## src/hw/rtl/irpwc_pkg.sv

```systemverilog
// Shared types and constants for the IR pulse-width capture block.
// Used by ir_pulse_width_capture; depends on nothing.
`timescale 1ns / 1ps

package irpwc_pkg;

  localparam logic [1:0] KIND_TICK  = 2'd0;
  localparam logic [1:0] KIND_CLEAR = 2'd1;
  localparam logic [1:0] KIND_READ  = 2'd2;

  localparam logic [1:0] REG_INVERT = 2'd0;
  localparam logic [1:0] REG_POLL   = 2'd1;
  localparam logic [1:0] REG_IDLE   = 2'd2;

  localparam logic [14:0] RUN_SAT        = 15'd32000;
  localparam logic [9:0]  POLL_RESET     = 10'd50;
  localparam logic [14:0] IDLE_RESET     = 15'd10000;

  typedef struct packed {
    logic [1:0] kind;
    logic       pin_level;
    logic [6:0] read_index;
  } item_t;

  typedef struct packed {
    logic               entry_written;
    logic [6:0]         entry_index;
    logic signed [15:0] entry_value;
    logic               message_complete;
    logic [6:0]         symbol_count;
  } result_t;

endpackage

```

## src/hw/rtl/ir_pulse_width_capture.sv

```systemverilog
// IR pulse-width capture: run timing, duration store and APB registers.
// Depends on irpwc_pkg.
// Each issued item gives a registered result beat; one item per cycle sustained unless the result side stalls.
// A tick updates run state in flops and writes the store in the same cycle;
// a read issues to the store and the registered read data forms the result.
// Reset clears run state, registers and handshakes; store contents stay
// undefined until written, with no clearing pass.
`timescale 1ns / 1ps

module ir_pulse_width_capture #(
  parameter int BUFFER_DEPTH = 128
) (
  input  logic                clk,
  input  logic                rst,
  input  logic                item_valid,
  output logic                item_stall,
  input  irpwc_pkg::item_t    item,
  output logic                result_valid,
  input  logic                result_stall,
  output irpwc_pkg::result_t  result,
  input  logic                psel,
  input  logic                penable,
  input  logic                pwrite,
  input  logic [3:0]          paddr,
  input  logic [31:0]         pwdata,
  output logic [31:0]         prdata,
  output logic                pready
);

  localparam int AW = (BUFFER_DEPTH > 1) ? $clog2(BUFFER_DEPTH) : 1;
  localparam int IW = (AW > 7) ? AW : 7;
  localparam logic [AW-1:0] LAST_POS = AW'(BUFFER_DEPTH - 1);

  // configuration
  logic        invert_input;
  logic [9:0]  poll_interval_us;
  logic [14:0] idle_threshold_us;
  logic        cfg_write;

  // run state
  logic [14:0]   run_time;
  logic [14:0]   run_time_next;
  logic          last_level;
  logic          last_level_next;
  logic [AW-1:0] write_position;
  logic [AW-1:0] write_position_next;
  logic          complete_flag;
  logic          complete_flag_next;

  // handshake
  logic             skid_valid;
  irpwc_pkg::item_t skid;
  irpwc_pkg::item_t src;
  logic             src_valid;
  logic             issue;
  logic             item_accept;

  // tick datapath
  logic               level;
  logic               idle_end;
  logic               changed;
  logic               wr_en;
  logic signed [15:0] wr_value;
  logic [15:0]        run_sum;
  logic [14:0]        run_base;

  // read datapath
  logic [IW:0]   ridx_ext;
  logic          rd_in_range;
  logic          rd_en;
  logic [AW-1:0] raddr;

  // store and result stage
  logic signed [15:0] mem [BUFFER_DEPTH];
  logic signed [15:0] rd_q;
  logic               rd_sel;
  irpwc_pkg::result_t res_q;
  irpwc_pkg::result_t res_next;

  // APB
  assign pready    = 1'b1;
  assign cfg_write = psel && penable && pwrite && pready;

  always_ff @(posedge clk) begin
    if (rst) begin
      invert_input      <= 1'b0;
      poll_interval_us  <= irpwc_pkg::POLL_RESET;
      idle_threshold_us <= irpwc_pkg::IDLE_RESET;
    end else if (cfg_write) begin
      unique case (paddr[3:2])
        irpwc_pkg::REG_INVERT: invert_input      <= pwdata[0];
        irpwc_pkg::REG_POLL:   poll_interval_us  <= pwdata[9:0];
        irpwc_pkg::REG_IDLE:   idle_threshold_us <= pwdata[14:0];
        default: ;
      endcase
    end
  end

  always_comb begin
    unique case (paddr[3:2])
      irpwc_pkg::REG_INVERT: prdata = {31'd0, invert_input};
      irpwc_pkg::REG_POLL:   prdata = {22'd0, poll_interval_us};
      irpwc_pkg::REG_IDLE:   prdata = {17'd0, idle_threshold_us};
      default:               prdata = 32'd0;
    endcase
  end

  // input skid and issue
  assign item_stall  = skid_valid;
  assign item_accept = item_valid && !skid_valid;
  assign src_valid   = skid_valid || item_valid;
  assign src         = skid_valid ? skid : item;
  assign issue       = src_valid && !(result_valid && result_stall);

  always_ff @(posedge clk) begin
    if (rst) begin
      skid_valid <= 1'b0;
    end else if (item_accept && !issue) begin
      skid_valid <= 1'b1;
    end else if (issue) begin
      skid_valid <= 1'b0;
    end
  end

  always_ff @(posedge clk) begin
    if (item_accept && !issue) begin
      skid <= item;
    end
  end

  // tick evaluation
  assign level    = src.pin_level ^ invert_input;
  assign idle_end = (run_time > idle_threshold_us) && !level && (write_position != '0);
  assign changed  = level != last_level;
  assign wr_value = last_level ? signed'({1'b0, run_time})
                               : signed'(16'd0 - {1'b0, run_time});
  assign run_base = (changed && !idle_end) ? 15'd0 : run_time;
  assign run_sum  = 16'(run_base) + 16'(poll_interval_us);

  assign ridx_ext    = (IW+1)'(src.read_index);
  assign rd_in_range = ridx_ext < (IW+1)'(BUFFER_DEPTH);
  assign raddr       = ridx_ext[AW-1:0];

  always_comb begin
    run_time_next       = run_time;
    last_level_next     = last_level;
    write_position_next = write_position;
    complete_flag_next  = complete_flag;
    wr_en               = 1'b0;
    rd_en               = 1'b0;
    res_next            = '0;
    unique case (src.kind)
      irpwc_pkg::KIND_TICK: begin
        if (changed || idle_end) begin
          wr_en                  = 1'b1;
          res_next.entry_written = 1'b1;
          res_next.entry_index   = 7'(write_position);
          res_next.entry_value   = wr_value;
          if (idle_end) begin
            complete_flag_next = 1'b1;
          end else begin
            last_level_next = level;
            if (write_position != LAST_POS) begin
              write_position_next = write_position + AW'(1);
            end
          end
        end
        run_time_next = (run_sum > 16'(irpwc_pkg::RUN_SAT)) ? irpwc_pkg::RUN_SAT
                                                            : run_sum[14:0];
      end
      irpwc_pkg::KIND_CLEAR: begin
        write_position_next = '0;
        last_level_next     = 1'b0;
        complete_flag_next  = 1'b0;
      end
      irpwc_pkg::KIND_READ: begin
        rd_en                = rd_in_range;
        res_next.entry_index = src.read_index;
      end
      default: ;
    endcase
    res_next.message_complete = complete_flag_next;
    res_next.symbol_count     = 7'(write_position_next);
  end

  always_ff @(posedge clk) begin
    if (rst) begin
      run_time       <= 15'd0;
      last_level     <= 1'b0;
      write_position <= '0;
      complete_flag  <= 1'b0;
    end else if (issue) begin
      run_time       <= run_time_next;
      last_level     <= last_level_next;
      write_position <= write_position_next;
      complete_flag  <= complete_flag_next;
    end
  end

  // duration store
  always_ff @(posedge clk) begin
    if (issue && wr_en) begin
      mem[write_position] <= wr_value;
    end
    if (issue && rd_en) begin
      rd_q <= mem[raddr];
    end
  end

  // result stage
  always_ff @(posedge clk) begin
    if (rst) begin
      result_valid <= 1'b0;
    end else if (issue) begin
      result_valid <= 1'b1;
    end else if (!result_stall) begin
      result_valid <= 1'b0;
    end
  end

  always_ff @(posedge clk) begin
    if (issue) begin
      res_q  <= res_next;
      rd_sel <= rd_en;
    end
  end

  always_comb begin
    result             = res_q;
    result.entry_value = rd_sel ? rd_q : res_q.entry_value;
  end

  // checks
  a_pos_bound: assert property (@(posedge clk) disable iff (rst)
    write_position <= LAST_POS)
    else $error("write position past last slot");

  a_run_sat: assert property (@(posedge clk) disable iff (rst)
    run_time <= irpwc_pkg::RUN_SAT)
    else $error("run time above saturation");

  a_flag_pos: assert property (@(posedge clk) disable iff (rst)
    complete_flag |-> write_position != '0)
    else $error("message complete with no stored run");

  a_clear: assert property (@(posedge clk) disable iff (rst)
    issue && src.kind == irpwc_pkg::KIND_CLEAR |=>
      write_position == '0 && !complete_flag && !last_level)
    else $error("clear did not reset capture position");

  a_skid_fill: assert property (@(posedge clk) disable iff (rst)
    $rose(skid_valid) |-> $past(result_valid && result_stall))
    else $error("skid filled while result side was free");

endmodule
```

## config.mk

```make
export PLATFORM = sky130hd
export DESIGN_NAME = ir_pulse_width_capture
export DESIGN_NICKNAME = d
export VERILOG_FILES = /design/src/hw/rtl/irpwc_pkg.sv /design/src/hw/rtl/ir_pulse_width_capture.sv
export SDC_FILE = /design/constraint.sdc
export NUM_CORES = 2
export LEC_CHECK = 0
export ABC_AREA = 1
export BUFFER_PORTS_ARGS = -buffer_cell sky130_fd_sc_hd__buf_2
export CORE_MARGIN = 3
export CORE_UTILIZATION = 40
export DETAILED_ROUTE_END_ITERATION = 10
export HOLD_SLACK_MARGIN = 0.12
export PLACE_DENSITY = 0.64
export SETUP_SLACK_MARGIN = 0.5
export SYNTH_ARGS = -nofsm -noshare
export SYNTH_HDL_FRONTEND = slang
export SYNTH_SLANG_ARGS = --single-unit
```

## constraint.sdc

```tcl
create_clock -name clk -period 7.4 [get_ports clk]
set_input_delay 0.37 -clock clk [delete_from_list [all_inputs] [get_ports clk]]
set_output_delay 0.37 -clock clk [all_outputs]
set_load 0.05 [all_outputs]
```

==> summary.md <==
| Metric | Value |
|---|---|
| Synth Area in XOR/XNOR | 0.00208 |
| Top-area cell type share of the netlist area | 0.720 |
| Die Footprint | 225000 µm² |
| Final setup violation count | 0 |
| Number of max-cap violations | 0 |
| Multi-input logic area | 21200 µm² |
| Final min period | 4860 ps |
| Die width | 475 µm |
| Synth Area in Simple Gates | 0.110 |
| First-pass GRT wire length | 347000 µm |
| Worst path bufs/invs | 3 |
| Ys flop type | edfxtp_1 |
| Worst Path Arrival | 5580 ps |
| Final wirelength | 236000 µm |
| Clock Path Buffers | 3 |
| Slowest stage delay, CP | 890 ps |
| CP top delay family | simple AND/OR/NAND/NOR gates |
| Final nets | 7084 |
| Yosys warns | 0 |
| Slew Limit Headroom | 0.0853 |
| Most common cell after layout, fill and taps aside | edfxtp_1 |
| DR WL/cell | 23.6 µm |
| Share of cells above drive strength 1 | 0.0914 |
| IO Pins | 120 |
| Sequential cell area | 64300 µm² |
| Initial antenna violation count | 5 |
| Critical path class | register to register |
| H-tree Lvls | 4 |
| Grt ovf | 0 |
| Post-Synthesis Cell Area | 87800 µm² |
| CTS tree | yes |
| Peak supply drop | 0.212 mV |
| Vias per cell | 5.71 |
| Area grow syn2layout | 12.5% |
| CTS buffer count | 202 |
| Req. time, crit path | 8130 ps |
| Crit end category | register |
| EDFF count, synth | 2107 |
| RSZ-0062 raised after global routing | false |
| Pre-antenna DRT Iters | 6 |
| Buffers on Ports | 82 |
| Power after layout | 27.1 mW |
| Cell variety after synth | 51 |
| Synth top area cells | edfxtp_1 (72%), nor2_1 (7.2%), o21ai_0 (4.1%) |
| Vias in the first global route | 53300 |
| Largest net degree at the start of global routing | 180 |
| Die Y | 475 µm |
| Fillers | 19100 |
| Total Neg Setup Slack | 0 ps |
| Status | finished clean |
| Crit-path max FO | 64 |
| Slowest cell on crit path | dfxtp_4 |
| Finished Cell Area | 98800 µm² |
| Starting Density | 0.403 |
| Final Cycle Share | 0.656 |
| Clock transition at path regs | 60 ps |
| Sequential cell area fraction in the yosys report | 0.732 |
| Asr flop ratio synth | 0 |
| Post-Synthesis Cells | 6956 |
| GP Congestion | 0.868 |
| Placed cell areas | 91900 µm² |
| Syn avg cell area | 12.6 µm² |
| Slew @ Worst Pin | 1370 ps |
| Row count | 171 |
| Worst-skew pair later-pin latency | 850 ps |
| Pleak | 32.7 nW |
| Post-synth top area cell | edfxtp_1 |
| Antenna viol nets, final | 0 |
| Most used cells in the layout excluding fill and tap cells | edfxtp_1 (2107), nor2_1 (1682), o21ai_0 (725) |
| Largest family of logic cells by synthesized area | compound AO/OA/AOI/OAI gates |
| 1st-iter DRT viols | 7357 |
| Most frequent CP cell | nand2_1 |
| Vias | 57200 |
| Global Route Usage Sum | 0.204 |
| CORE AREA | 218000 µm² |
| Fmax | 206 MHz |
| Residual DRC | 0 |
| HPWL after DPL | 129000 µm |
| Mux share of post-synthesis cell area | 0.00205 |
| Post-synthesis register bit count | 2159 |
| Final hold violation count | 0 |
| HP Class | input pin to register |
| Post-Synth Adder-Cell Area | 0.00422 |
| Root Buffer | clkbuf_16 |
| Final Skew | 25.3 ps |
| Post-CTS Setup Bufs | 0 |
| Final Max Slew Viols | 0 |
| Clock Sinks | 2159 |
| Crit path launch type | register |
| Post-synthesis compound-gate area fraction | 0.118 |
| Pwr dens | 274 nW/µm² |
-- worst register-to-register path: cells and delay by family, from the launching register on --
| kind | cells | cell delay [ps] |
|---|---|---|
| flops | 1 | 890 |
| compound gates | 1 | 190 |
| xor+xnor | 1 | 190 |
| simple gates | 17 | 1720 |
| fa+ha+maj | 3 | 1070 |
| buf+inv | 3 | 680 |
-- per-stage QoR --
stage,setup slack [ps],hold slack (ps),instances,utilization
6_report,2540,264,10000,0.454
5_1_grt,2000,237,10000,0.454
4_1_cts,2520,203,10000,0.454
3_5_place_dp,2550,488,9611,0.422
3_3_place_gp,2520,475,9611,0.422
2_1_floorplan,539,450,6972,-
-- Yosys cell counts, types with 2 or more instances --
cell type / number
edfxtp_1: 2107
nor2_1: 1682
o21ai_0: 728
nand2_1: 449
o22ai_1: 330
clkbuf_1: 296
nand3_1: 271
o32ai_1: 269
o21bai_1: 245
buf_2: 123
inv_1: 116
dfxtp_1: 52
a21oi_1: 47
buf_1: 46
buf_4: 43
ha_1: 28
xor2_1: 17
mux2_2: 16
o21ai_1: 9
inv_2: 8
nor3_1: 8
nand4_2: 7
o211ai_1: 5
buf_6: 4
clkinv_1: 4
nand2_2: 4
nand3b_1: 4
nand4_1: 4
a31oi_1: 3
or2_2: 3
a21oi_2: 2
a31oi_2: 2
conb_1: 2
nor2_4: 2
o21ai_2: 2
or2_1: 2
xnor2_1: 2
-- report_power, final --
part	switching, mW	internal [mW]	total [mW]
Clock	4.50	5.89	10.4
Sequential	0.0309	14.0	14.0
Combinational	2.15	0.548	2.70
-- routing by layer --
metal / wire length, µm / GRT usage / vias to the layer above / share of wire
met2: 108000 / 0.312 / 2674 / 0.46
met3: 21200 / 0.0353 / 407 / 0.090
li1: - / - / 25600 / -
met4: 8320 / 0.0737 / 0 / 0.035
met5: 0 / 0 / - / 0
met1: 99300 / 0.295 / 28500 / 0.42
-- flip-flops by register name (all words and copies together), names as in the netlist --
name	cells
invert_input	1
rd_q	16
item_stall	1
write_position	7
last_level	1
poll_interval_us	10
result_valid	1
run_time	15
mem	2048
complete_flag	1
skid	10
res_q	16
result	16
idle_threshold_us	15
rd_sel	1
-- final cells by class --
| class | count | area share |
|---|---|---|
| sequential | 2159 | 0.651 |
| inverter | 129 | 0.00518 |
| clock buffer | 240 | 0.0530 |
| tap | 2854 | 0.0361 |
| antenna | 2 | 0.0000506 |
| multi-input combinational | 4172 | 0.214 |
| clock inverter | 131 | 0.0135 |
| timing repair buffer | 338 | 0.0273 |
-- timing repair --
item                      4_1_cts  5_1_grt
hold endpoints to repair       58        0
gates resized for setup         0        0
hold buffers                   41        0
-- path summary, 6_finish.rpt --
kind,from,end,slack (ps),cells past startpoint
worst max register to register,run_time[0],run_time[14],2540,25
worst min register to register,idle_threshold_us[2],idle_threshold_us[2],490,2
worst min-delay path,item[3],skid[3],260,2
worst max-delay path,run_time[0],run_time[14],2540,25
-- kinds of logic after synthesis --
kind of cell / count (synthesis)
flip-flops: 2159
other: 2
AND/OR/NAND/NOR: 2441
buffers and inverters: 641
adder cells (fa/ha/maj): 29
multiplexers: 16
AO/OA/AOI/OAI: 1648
XOR/XNOR: 20
No activity file was read; power rests on OpenSTA's default activity.
